<file path="src/design/kmst_pkg.sv">
package kmst_pkg;

	localparam int MAX_VERTICES = 64;
	localparam int MAX_EDGES    = 256;
	localparam int WEIGHT_BITS  = 16;

	localparam int VID_W  = $clog2(MAX_VERTICES);
	localparam int VCNT_W = 7;
	localparam int EIDX_W = $clog2(MAX_EDGES);
	localparam int ECNT_W = EIDX_W + 1;
	localparam int RANK_W = 3;

	typedef struct packed {
		logic [VID_W-1:0]              src;
		logic [VID_W-1:0]              dst;
		logic signed [WEIGHT_BITS-1:0] w;
	} edge_t;

	typedef struct packed {
		logic [VID_W-1:0]  par;
		logic [RANK_W-1:0] rank;
	} uf_ent_t;

	typedef struct packed {
		logic store;
		logic start_run;
		logic srch_init;
		logic srch_step;
		logic take;
		logic drop;
		logic find_init;
		logic init_side;
		logic side;
		logic uf_rd;
		logic find_chk;
		logic comp_chk;
		logic join1;
		logic join2;
		logic emit_rd;
		logic emit_ld;
		logic finish;
	} cmd_t;

	typedef struct packed {
		logic can_pick;
		logic srch_done;
		logic found;
		logic bad_ends;
		logic p_self;
		logic comp_done;
		logic roots_differ;
		logic ranks_eq;
		logic out_free;
		logic emit_last;
	} sts_t;

endpackage

</file>
<file path="src/design/kmst_ctrl.sv">
module kmst_ctrl (
	input  logic            clk,
	input  logic            arst_n,
	input  logic            edge_valid,
	input  logic            last_edge,
	input  kmst_pkg::sts_t  sts,
	output logic            edge_ready,
	output kmst_pkg::cmd_t  cmd
);
	import kmst_pkg::*;

	typedef enum logic [3:0] {
		IDLE, CHECK, SRCH, RANGE, FIND_RD, FIND_CHK, COMP_RD, COMP_CHK,
		JOIN, JOIN2, EMIT_RD, EMIT_LD
	} state_t;

	state_t state_q, state_d;
	logic   side_q, side_d;

	always_ff @(posedge clk or negedge arst_n) begin
		if (!arst_n) begin
			state_q <= IDLE;
			side_q  <= 1'b0;
		end else begin
			state_q <= state_d;
			side_q  <= side_d;
		end
	end

	assign edge_ready = (state_q == IDLE);

	always_comb begin
		state_d = state_q;
		side_d  = side_q;
		cmd     = '0;
		cmd.side = side_q;
		case (state_q)
			IDLE: begin
				cmd.store = edge_valid;
				if (edge_valid && last_edge) begin
					cmd.start_run = 1'b1;
					state_d = CHECK;
				end
			end
			CHECK: begin
				if (sts.can_pick) begin
					cmd.srch_init = 1'b1;
					state_d = SRCH;
				end else begin
					state_d = EMIT_RD;
				end
			end
			SRCH: begin
				cmd.srch_step = 1'b1;
				if (sts.srch_done) begin
					if (sts.found) begin
						cmd.take = 1'b1;
						state_d = RANGE;
					end else begin
						state_d = EMIT_RD;
					end
				end
			end
			RANGE: begin
				if (sts.bad_ends) begin
					cmd.drop = 1'b1;
					state_d = CHECK;
				end else begin
					cmd.find_init = 1'b1;
					cmd.init_side = 1'b0;
					side_d = 1'b0;
					state_d = FIND_RD;
				end
			end
			FIND_RD: begin
				cmd.uf_rd = 1'b1;
				state_d = FIND_CHK;
			end
			FIND_CHK: begin
				cmd.find_chk = 1'b1;
				state_d = sts.p_self ? COMP_RD : FIND_RD;
			end
			COMP_RD: begin
				cmd.uf_rd = 1'b1;
				state_d = COMP_CHK;
			end
			COMP_CHK: begin
				cmd.comp_chk = 1'b1;
				if (!sts.comp_done) begin
					state_d = COMP_RD;
				end else if (!side_q) begin
					cmd.find_init = 1'b1;
					cmd.init_side = 1'b1;
					side_d = 1'b1;
					state_d = FIND_RD;
				end else begin
					state_d = JOIN;
				end
			end
			JOIN: begin
				if (sts.roots_differ) begin
					cmd.join1 = 1'b1;
					state_d = sts.ranks_eq ? JOIN2 : CHECK;
				end else begin
					state_d = CHECK;
				end
			end
			JOIN2: begin
				cmd.join2 = 1'b1;
				state_d = CHECK;
			end
			EMIT_RD: begin
				cmd.emit_rd = 1'b1;
				state_d = EMIT_LD;
			end
			EMIT_LD: begin
				if (sts.out_free) begin
					cmd.emit_ld = 1'b1;
					if (sts.emit_last) begin
						cmd.finish = 1'b1;
						state_d = IDLE;
					end else begin
						state_d = EMIT_RD;
					end
				end
			end
			default: state_d = IDLE;
		endcase
	end

endmodule

</file>
<file path="config.mk">
export PLATFORM = sky130hd
export DESIGN_NAME = kmst_ctrl
export DESIGN_NICKNAME = d
export VERILOG_FILES = /design/src/design/kmst_pkg.sv /design/src/design/kmst_ctrl.sv
export SDC_FILE = /design/constraint.sdc
export NUM_CORES = 1
export LEC_CHECK = 0
export BUFFER_PORTS_ARGS = -buffer_cell sky130_fd_sc_hd__buf_2
export CORE_AREA = 2 2 39 41
export DETAILED_ROUTE_END_ITERATION = 6
export DIE_AREA = 0 0 41 43
export GPL_TIMING_DRIVEN = 0
export HOLD_SLACK_MARGIN = 0.02
export PLACE_DENSITY = 0.79
export SYNTH_ARGS = -nofsm -noshare
export SYNTH_HDL_FRONTEND = slang
export SYNTH_SLANG_ARGS = --single-unit
</file>
<file path="constraint.sdc">
create_clock -name clk -period 1.53 [get_ports clk]
set_input_delay 0.153 -clock clk [delete_from_list [all_inputs] [get_ports clk]]
set_output_delay 0.153 -clock clk [all_outputs]
set_load 0.01 [all_outputs]
</file>
# After elaboration in Yosys (flattened, before gate mapping)
# Cells that the tools add are included.
# totals
reg_bits	5
latchBits	0
ramBits	0
romBits	0
inputBits	14
output_inout_bits	18
elab_cells	63
mem_count	0
# op_classes
addsub	0
n_mul	0
div_mod_pow	0
magnitude_cmp	0
n_eq_ne	16
n_shift	0
mux	39
bitwise	0
n_reduce_logical	6
# op_table
cell	count
$pmux 4 s12	1
$mux 4	10
$mux 1	17
$eq 4x3->1 const B	4
$eq 4x4->1 const B	4
$mux 2	8
$eq 4x2->1 const B	2
$ne 2x2->1 const B	4
$reduce_and 3->1	2
$eq 4x1->1 const B	1
$logic_not 4->1	1
$pmux 2 s2	1
$mux 3	1
$ne 2x1->1 const B	1
$pmux 1 s2	1
$reduce_bool 2->1	1
$reduce_or 2->1	1
$logic_and 1x1->1	1

# Depth between registers and ports, before layout
# Gate-level depths: netlist of run 1.
# depth
word_depth	3
mapped_depth	5
depth_no_buf	4

# Worst setup path after synthesis of run 1
# Ideal clock, no wire load.
# synth_path
path_kind	register to output
startpoint	reg state_q[3]
endpoint	out cmd[10] in the netlist's numbering
arrival_ns	1.242
required_ns	1.377
path_slack_ns	0.135
path_stages_with_launch	6
n_path_buf	1
path_cell_list	dfrtp_1 > buf_4 > inv_2 > nand2_1 > nor3_1 > nand2b_1
# synth_lines
element	line	source
start: declaration	kmst_ctrl.sv:17	state_t state_q, state_d;
start signal: assignment	kmst_ctrl.sv:25	state_q <= state_d;
end: declaration	kmst_ctrl.sv:8	output kmst_pkg::cmd_t cmd

==> impl_metrics.yaml, run 1 <==
pwr:
  p_sw_mw: 0.8089
  p_seq_share_pct: 16.8
  p_clk_share_pct: 8.2
  vdd_drop_max_mv: 0.9264
  fin_total_pwr_mw: 1.790
  comb_power_share_pct: 75.0
  power_switching_share_pct: 45.20
  p_per_area_nw_per_um2: 1853
  p_leak_nw: 0.4912
  internal_power_mw: 0.9807
place:
  dpl.hpwl_um: 1110
  place.port_buffers: 31
  gp_congestion: 0.8391
routing:
  drtAntennaViolNets: 0
  vias: 765
  dr.pass1.iters: 5
  drc: 0
  viasPerCell: 5.584
  drt_iter0_markers: 8
  routed_wl_um: 1904
  wl_per_cell_um: 13.90
worst_setup_path:
  path_cells: "nand2_4, or4_4, nand2b_4, buf_6"
  cp_top_family: "simple AND/OR/NAND/NOR gates"
  crit_buf_inv: 1
  crit_path_top_delay_cell: "or4_4"
  critPathCaptureType: "primary output"
  cp_max_fo: 7
  critPathRequiredTime_ps: 1380
  startpoint_type: "flip-flop"
  critPathMaxStageDelay_ps: 450
  setup.worst_path.class: "reg2out"
  arrival_ps: 1420
floorplanning:
  ioPinCount: 32
  die_x_um: 41
  core-area_um2: 1384
  chipHeight_um: 43
  start_util_pct: 36.80
  dieArea_um2: 1763
  placementRows: 14
outcome:
  violations: "setup timing"
  status: "finished, violations left"
yosys:
  synth_fa_ha_area_share_pct: 0
  syn_area_um2: 509.2
  yosys.area_share.simple_pct: 38.33
  yosys.area_share.xor_xnor_pct: 0
  ys_warn_count: 0
  ys_types: 29
  synth-compound-area-share_pct: 26.29
  synth_top_family_by_area: "simple AND/OR/NAND/NOR gates"
  syn_nets: 85
  synth_seq_cells: 5
  syn_inst: 71
  yosys-mux-area-fraction_pct: 0
  yosysSeqAreaShare_pct: 24.57
  synth_area_per_cell_um2: 7.172
timing:
  tightest_slew_ps: 231.7
  hold_viol: 0
  fmax_mhz: 636.4
  setup_ws_ps: -41.24
  rsz0062_at_grt: "yes"
  slew_headroom_pct: 84.48
  finalSetupViolations: 6
  period_needed_ps: 1571
  clock_skew_ps: 0.3208
  fin_crit_sh_pct: 102.7
  slew_violations: 0
global_routing:
  grt_pass1_wl_um: 2649
  grt_start_max_net_pins: 11
  antenna_found_initial: 0
  grt_pass1_vias: 668
  overflow: 0
  grtUsageTotal_pct: 22.04
layout:
  final_common_cell: "buf_2"
  fillers: 104
  antenna_cells: 0
  area_delta_synth_final_pct: 89.68
  layout-drive-gt1-share_pct: 60.33
  multi_input_area_um2: 422.9
  seq_area_um2: 128.9
  final_cell_mix: "buf_2 (29), buf_4 (14), buf_6 (8), nor2_1 (7), nand2_1 (5)"
  nNetsFinal: 136
  utilization_pct: 69.80
clock_network:
  insertion_delay_ps: 230
  cts_buffers: 3
  htreeDepth: 1
  cts_tree: "done"
  clock_path_buffers: 2
  clock_sinks: 5
  clockRootBuffer: "clkbuf_4"
  clkSlewWorstSetupHoldPaths_ps: 40
worst_hold_path:
  hold_path.class: "in2reg"
job:
  drv_cap: 0
-- synthesized netlist by cell type --
| library cell | instances | area (um^2) |
|---|---|---|
| nor2_1 | 7 | 26.28 |
| nand2_1 | 6 | 22.52 |
| dfrtp_1 | 5 | 125.1 |
| nand2b_1 | 5 | 31.28 |
| o21ai_1 | 5 | 25.02 |
| a21oi_1 | 4 | 20.02 |
| buf_4 | 4 | 30.03 |
| nor3_1 | 4 | 20.02 |
| inv_1 | 3 | 11.26 |
| nor4b_1 | 3 | 26.28 |
| a2bb2oi_1 | 2 | 17.52 |
| a32oi_1 | 2 | 17.52 |
| and2_1 | 2 | 12.51 |
| and3_1 | 2 | 12.51 |
| buf_2 | 2 | 10.01 |
| o21ai_0 | 2 | 10.01 |
| a22oi_1 | 1 | 7.510 |
| a31oi_1 | 1 | 6.260 |
| inv_2 | 1 | 3.750 |
| nand2_2 | 1 | 6.260 |
| nand3_1 | 1 | 5.000 |
| nor2b_1 | 1 | 6.260 |
| nor4_2 | 1 | 12.51 |
| o21bai_1 | 1 | 7.510 |
| o221ai_1 | 1 | 8.760 |
| o22ai_1 | 1 | 6.260 |
| o31ai_1 | 1 | 7.510 |
| or3_1 | 1 | 6.260 |
| or4_1 | 1 | 7.510 |
-- timing repair --
item                                   in CTS  in global routing
hold buffers                                1                  0
resized for setup                          18                 14
setup buffers                               9                  5
endpoints found under the hold margin       5                  0
pin swaps                                   3                  8
gates cloned                                0                  0
setup endpoints to repair                   8                 15
-- cell type report --
cell class                      instances  share of cell area (%)
Multi-Input combinational cell         56                   43.78
Clock buffer                            4                   2.720
Buffer                                  6                   5.829
Timing Repair Buffer                   46                   30.44
Inverter                                4                   1.813
Tap cell                               16                   2.073
Sequential cell                         5                   13.34
-- worst register-to-register path: cells and delay by family (launching register included) --
kind / cells / cell delay [ps]
compound gates: 3 / 500
flops: 1 / 460
buf+inv: 2 / 300
simple gates: 1 / 140
-- state kept, by name (all words and copies together) (netlist names) --
| signal | count |
|---|---|
| side_q | 1 |
| state_q | 4 |
-- cell families (layout without fill, tap and decap cells) --
kind of cell / count (synthesis) / after routing
buffers and inverters: 10 / 60
AOI/OAI and AO/OA: 21 / 21
DFF: 5 / 5
and+or+nand+nor: 35 / 35
-- metal layers --
metal	wire, um	share of wire, %	GRT usage (%)	up-vias
met5	0	0	0	-
met4	44	2.3	11.33	0
met3	98	5.1	4.712	7
met2	953	50	35.63	33
met1	807	42	25.66	363
li1	-	-	-	362
-- final timing paths --
kind / start / endpoint / slack, ps / depth (start not counted)
worst min register to register: side_q / side_q / 600 / 2
worst min-delay path: sts[6] / side_q / 210 / 3
max in group asynchronous: arst_n / state_q[2] / 1140 / 2
min in group asynchronous: arst_n / state_q[3] / 260 / 2
worst max register to register: state_q[1] / state_q[3] / 70 / 6
worst max-delay path: state_q[1] / cmd[10] / -40 / 4
-- stage by stage --
| stage | instance area, um^2 | hold WS [ps] | cells | setup slack [ps] | TNS [ps] |
|---|---|---|---|---|---|
| final | 965.9 | 206.2 | 137 | -41.24 | -122.3 |
| after global routing | 965.9 | 208.1 | 137 | -129.4 | -751.6 |
| after CTS | 860.8 | 193.3 | 132 | -33.93 | -62.78 |
| after detailed placement | 684.4 | -32.97 | 118 | 99.04 | 0 |
| after global placement | 684.4 | -34.10 | 118 | 94.47 | 0 |
| after floorplan | 509.2 | -142.6 | 71 | 135.4 | 0 |
-- power groups by stage --
stage | clock [mW] | sequential, mW | combinational, mW
2_1_floorplan | 0 | 0.257 | 0.591
3_3_place_gp | 0 | 0.270 | 0.788
3_5_place_dp | 0 | 0.277 | 0.795
4_1_cts | 0.154 | 0.286 | 1.09
5_1_grt | 0.171 | 0.306 | 1.43
6_report | 0.147 | 0.301 | 1.34
No activity file was read; power rests on OpenSTA's default activity.
==> run 2, diff against run 1 <==
--- a/config.mk
+++ b/config.mk
@@ -12,6 +12,7 @@
 export GPL_TIMING_DRIVEN = 0
 export HOLD_SLACK_MARGIN = 0.02
 export PLACE_DENSITY = 0.79
+export SLEW_MARGIN = 20
 export SYNTH_ARGS = -nofsm -noshare
 export SYNTH_HDL_FRONTEND = slang
 export SYNTH_SLANG_ARGS = --single-unit
==> constraint.sdc (replaced) <==
create_clock -name clk -period 1.7 [get_ports clk]
set_input_delay 0.085 -clock clk [delete_from_list [all_inputs] [get_ports clk]]
set_output_delay 0.085 -clock clk [all_outputs]
set_load 0.01 [all_outputs]
==> impl_metrics.yaml, run 2 (same netlist as run 1, synthesis figures left out) <==
layout:
  area_delta_synth_final_pct: 43.73
  reg_top3: "state_q x4, side_q x1"
  regMostFlops: "state_q"
  final_common_cell: "buf_2"
  layout-drive-gt1-share_pct: 42.99
  antenna_cells: 0
  largest_reg_flops: 4
  nNetsFinal: 122
  finalNonFillerCells: 123
  final_cell_mix: "buf_2 (32), nor2_1 (7), nand2_1 (6), nand2b_1 (5), o21ai_1 (5)"
  utilization_pct: 52.89
  final_area_um2: 732.0
pwr:
  p_per_area_nw_per_um2: 1530
  vdd_drop_max_mv: 0.6543
  fin_total_pwr_mw: 1.120
  p_leak_nw: 0.3778
timing:
  finalSetupViolations: 0
  period_needed_ps: 1604
  slew_headroom_pct: 77.45
  fmax_mhz: 623.3
  hold_viol: 0
  rsz0062_at_grt: "no"
  slew_violations: 0
  setup_ws_ps: 95.72
  tightest_slew_ps: 335.5
  clock_skew_ps: 1.237
  fin_crit_sh_pct: 94.37
  fin_tns_setup_ps: 0
  holdWs_ps: 131.3
worst_setup_path:
  setup.worst_path.class: "reg2out"
  critPathRequiredTime_ps: 1620
  timing.rr.end: "state_q[3]"
  arrival_ps: 1520
  r2r-start: "state_q[1]"
  cp_max_fo: 10
  reg2reg_depth: 5
  startpoint_type: "flip-flop"
  reg2reg_slack_ps: 300
  critPathCaptureType: "primary output"
floorplanning:
  chipHeight_um: 43
  core-area_um2: 1384
  start_util_pct: 36.80
  placementRows: 14
  dieArea_um2: 1763
  die_x_um: 41
  ioPinCount: 32
job:
  drv_cap: 0
routing:
  drt_iter0_markers: 16
  drtAntennaViolNets: 0
  drc: 0
  dr.pass1.iters: 4
  viasPerCell: 5.276
  vias: 649
  routed_wl_um: 1446
  wl_per_cell_um: 11.76
worst_hold_path:
  hold_depth: 3
  hold_path.class: "in2reg"
  holdCritStartpoint: "sts[6]"
  hold_end: "side_q"
place:
  placed_area_um2: 684.4
  place.port_buffers: 31
  pre_cts_slack_ps: 337.0
  gp_congestion: 0.8391
  dpl.hpwl_um: 1110
  dp.cells: 118
clock_network:
  clock_path_buffers: 2
  cts_buffers: 3
  clockRootBuffer: "clkbuf_4"
  insertion_delay_ps: 230
  clkSlewWorstSetupHoldPaths_ps: 40
  cts_tree: "done"
  htreeDepth: 1
  clock_sinks: 5
global_routing:
  grt_pass1_vias: 529
  grt_start_max_net_pins: 11
  grtUsageTotal_pct: 17.51
  antenna_found_initial: 0
  overflow: 0
  grt_pass1_wl_um: 2111
outcome:
  status: "finished clean"
-- run 2: layout make-up --
| type | count | area [um^2] |
|---|---|---|
| tap | 16 | 20.02 |
| buffer | 6 | 42.54 |
| clock buffer | 4 | 26.28 |
| sequential | 5 | 127.6 |
| timing repair buffer | 32 | 165.2 |
| multi-input combinational | 56 | 335.3 |
| fill | 157 | 651.9 |
| inverter | 4 | 15.01 |
-- run 2: worst max-delay path: stages, from the launching register on --
cell and delay [ps]:
dfrtp_1 420, buf_4 190, nand2b_1 210, nor4b_2 290, buf_2 180
-- run 2: how the worst max path moves through the flow --
stage | startpoint | end | slack, ps | cells after the start
2_1_floorplan | state_q[3] | state_q[1] | 340 | 4
3_3_place_gp | state_q[2] | cmd[10] | 330 | 5
3_5_place_dp | state_q[2] | cmd[10] | 340 | 5
4_1_cts | state_q[2] | cmd[10] | 80 | 5
5_1_grt | state_q[3] | cmd[10] | 4 | 6
6_report | state_q[1] | cmd[14] | 100 | 4
-- run 2: layer usage --
layer | vias to the layer above | wire (um) | global-route usage, %
li1 | 335 | - | -
met1 | 289 | 643 | 22.44
met2 | 23 | 720 | 26.25
met3 | 2 | 72 | 4.712
met4 | 0 | 8 | 8.000
met5 | - | 0 | 0
-- run 2: timing repair --
item	CTS	global route
setup buffers	0	0
gates resized for setup	0	4
hold buffers	1	0
setup endpoints to repair	0	2
hold endpoints to repair	5	0
-- run 2: power by group --
group          internal, mW  leakage [nW]  switching [mW]  total, mW
Sequential            0.178        0.0600          0.0759      0.253
Combinational         0.321         0.303           0.414      0.735
Clock                0.0884        0.0150          0.0435      0.132
==> run 3, diff against run 2 <==
--- a/config.mk
+++ b/config.mk
@@ -11,7 +11,7 @@
 export DIE_AREA = 0 0 41 43
 export GPL_TIMING_DRIVEN = 0
 export HOLD_SLACK_MARGIN = 0.02
-export PLACE_DENSITY = 0.79
+export PLACE_DENSITY = 0.73
 export SLEW_MARGIN = 20
 export SYNTH_ARGS = -nofsm -noshare
 export SYNTH_HDL_FRONTEND = slang
==> impl_metrics.yaml, run 3 (same netlist as run 1, synthesis figures left out) <==
global_routing:
  grt_pass1_wl_um: 1980
  grt_pass1_vias: 508
  grt_start_max_net_pins: 11
  grtUsageTotal_pct: 16.06
  antenna_found_initial: 0
  overflow: 0
worst_setup_path:
  crit_buf_inv: 2
  path_cells: "buf_4, nand2b_1, nor4b_1, buf_2"
  cp_top_family: "simple AND/OR/NAND/NOR gates"
  setup.worst_path.class: "reg2out"
  critPathCaptureType: "primary output"
  startpoint: "state_q[3]"
  arrival_ps: 1540
  startpoint_type: "flip-flop"
  r2r-start: "state_q[2]"
  crit_path_top_delay_cell: "dfrtp_1"
  cp_max_fo: 10
  critPathMaxStageDelay_ps: 400
  critPathRequiredTime_ps: 1620
layout:
  final_common_cell: "buf_2"
  largest_reg_flops: 4
  nNetsFinal: 122
  seq_area_um2: 126.4
  reg_top3: "state_q x4, side_q x1"
  final_cell_mix: "buf_2 (32), nor2_1 (7), nand2_1 (6), nand2b_1 (5), o21ai_1 (5)"
  multi_input_area_um2: 329.1
  area_delta_synth_final_pct: 42.51
  regMostFlops: "state_q"
  utilization_pct: 52.44
  layout-drive-gt1-share_pct: 42.06
  fillers: 150
  antenna_cells: 0
pwr:
  p_leak_nw: 0.3804
  fin_total_pwr_mw: 1.118
  comb_power_share_pct: 65.7
  p_seq_share_pct: 22.3
  internal_power_mw: 0.5795
  p_clk_share_pct: 11.9
  power_switching_share_pct: 48.15
  vdd_drop_max_mv: 1.024
  p_per_area_nw_per_um2: 1540
  p_sw_mw: 0.5382
clock_network:
  post-cts-setup-buffer-count: 0
  clockRootBuffer: "clkbuf_4"
  cts_buffers: 3
  insertion_delay_ps: 240
  cts_tree: "done"
  clock_sinks: 5
  clkSlewWorstSetupHoldPaths_ps: 50
  clock_path_buffers: 2
  htreeDepth: 1
worst_hold_path:
  holdCritStartpoint: "sts[6]"
  hold_path.class: "in2reg"
timing:
  clock_skew_ps: 3.784
  tightest_slew_ps: 336.7
  slew_headroom_pct: 77.36
  fin_crit_sh_pct: 95.35
  holdWs_ps: 131.5
  hold_viol: 0
  slew_violations: 0
  period_needed_ps: 1621
  fmax_mhz: 616.9
  finalSetupViolations: 0
  setup_ws_ps: 79.05
  rsz0062_at_grt: "yes"
routing:
  vias: 648
  drtAntennaViolNets: 0
  dr.pass1.iters: 4
  dr.max_layer_used: "met4"
  drc: 0
  wl_met1_um: 626
  viasPerCell: 5.268
  wl_met2_um: 681
  drt_iter0_markers: 15
  wl_per_cell_um: 11.44
  wl_met3_um: 87
  routed_wl_um: 1407
floorplanning:
  core-area_um2: 1384
  chipHeight_um: 43
  dieArea_um2: 1763
  ioPinCount: 32
  start_util_pct: 36.80
  die_x_um: 41
  placementRows: 14
place:
  place.port_buffers: 31
  dpl.hpwl_um: 1173
  pre_cts_slack_ps: 324.1
  gp_congestion: 0.8754
job:
  drv_cap: 0
outcome:
  status: "finished clean"
run 3: cell count changes in the layout (fill, tap and decap cells not counted), sizes merged:
cell,delta
clkbuf,-1
clkinv,+1
run 3: tightest hold or removal path, delay by kind of cell:
kind,cells,cell delay [ps]
AOI/OAI and AO/OA,1,70
buffers and inverters,1,110
and+or+nand+nor,1,60
run 3: what timing repair did:
action,in CTS,in global routing
hold endpoints to repair,5,0
endpoints found under the setup margin,0,2
hold buffers,1,0
resized for setup,0,2
run 3: path summary, 6_finish.rpt:
kind,end,slack (ps),cells after the start
max,cmd[4],80,4
min,side_q,130,3
min reg2reg,side_q,570,2
max reg2reg,state_q[1],320,4
min in group asynchronous,state_q[1],180,2
max in group asynchronous,state_q[0],1380,2
run 3: power by group through the flow:
stage / Sequential, mW / Clock (mW) / Combinational (mW)
2_1_floorplan: 0.232 / 0 / 0.532
3_3_place_gp: 0.245 / 0 / 0.715
3_5_place_dp: 0.246 / 0 / 0.726
4_1_cts: 0.245 / 0.144 / 0.732
5_1_grt: 0.262 / 0.149 / 0.813
6_report: 0.250 / 0.133 / 0.735
run 3: area by class of cell:
type	instances	area share [%]
Multi-Input combinational cell	56	45.34
Timing Repair Buffer	32	22.76
Sequential cell	5	17.41
Buffer	6	5.862
Clock buffer	3	3.103
Tap cell	16	2.759
Inverter	4	2.069
Clock inverter	1	0.6897
run 3: per-stage QoR:
| stage | setup TNS (ps) | instances | instance area, um^2 |
|---|---|---|---|
| 6_report | 0 | 123 | 725.7 |
| 5_1_grt | -5.073 | 123 | 725.7 |
| 4_1_cts | 0 | 123 | 721.9 |
| 3_5_place_dp | 0 | 118 | 684.4 |
| 3_3_place_gp | 0 | 118 | 684.4 |
| 2_1_floorplan | 0 | 71 | 509.2 |
run 3: layer usage:
metal / GRT usage [%] / vias to the layer above
li1: - / 329
met3: 1.571 / 2
met5: 0 / -
met2: 25.31 / 23
met1: 20.98 / 294
met4: 7.333 / 0
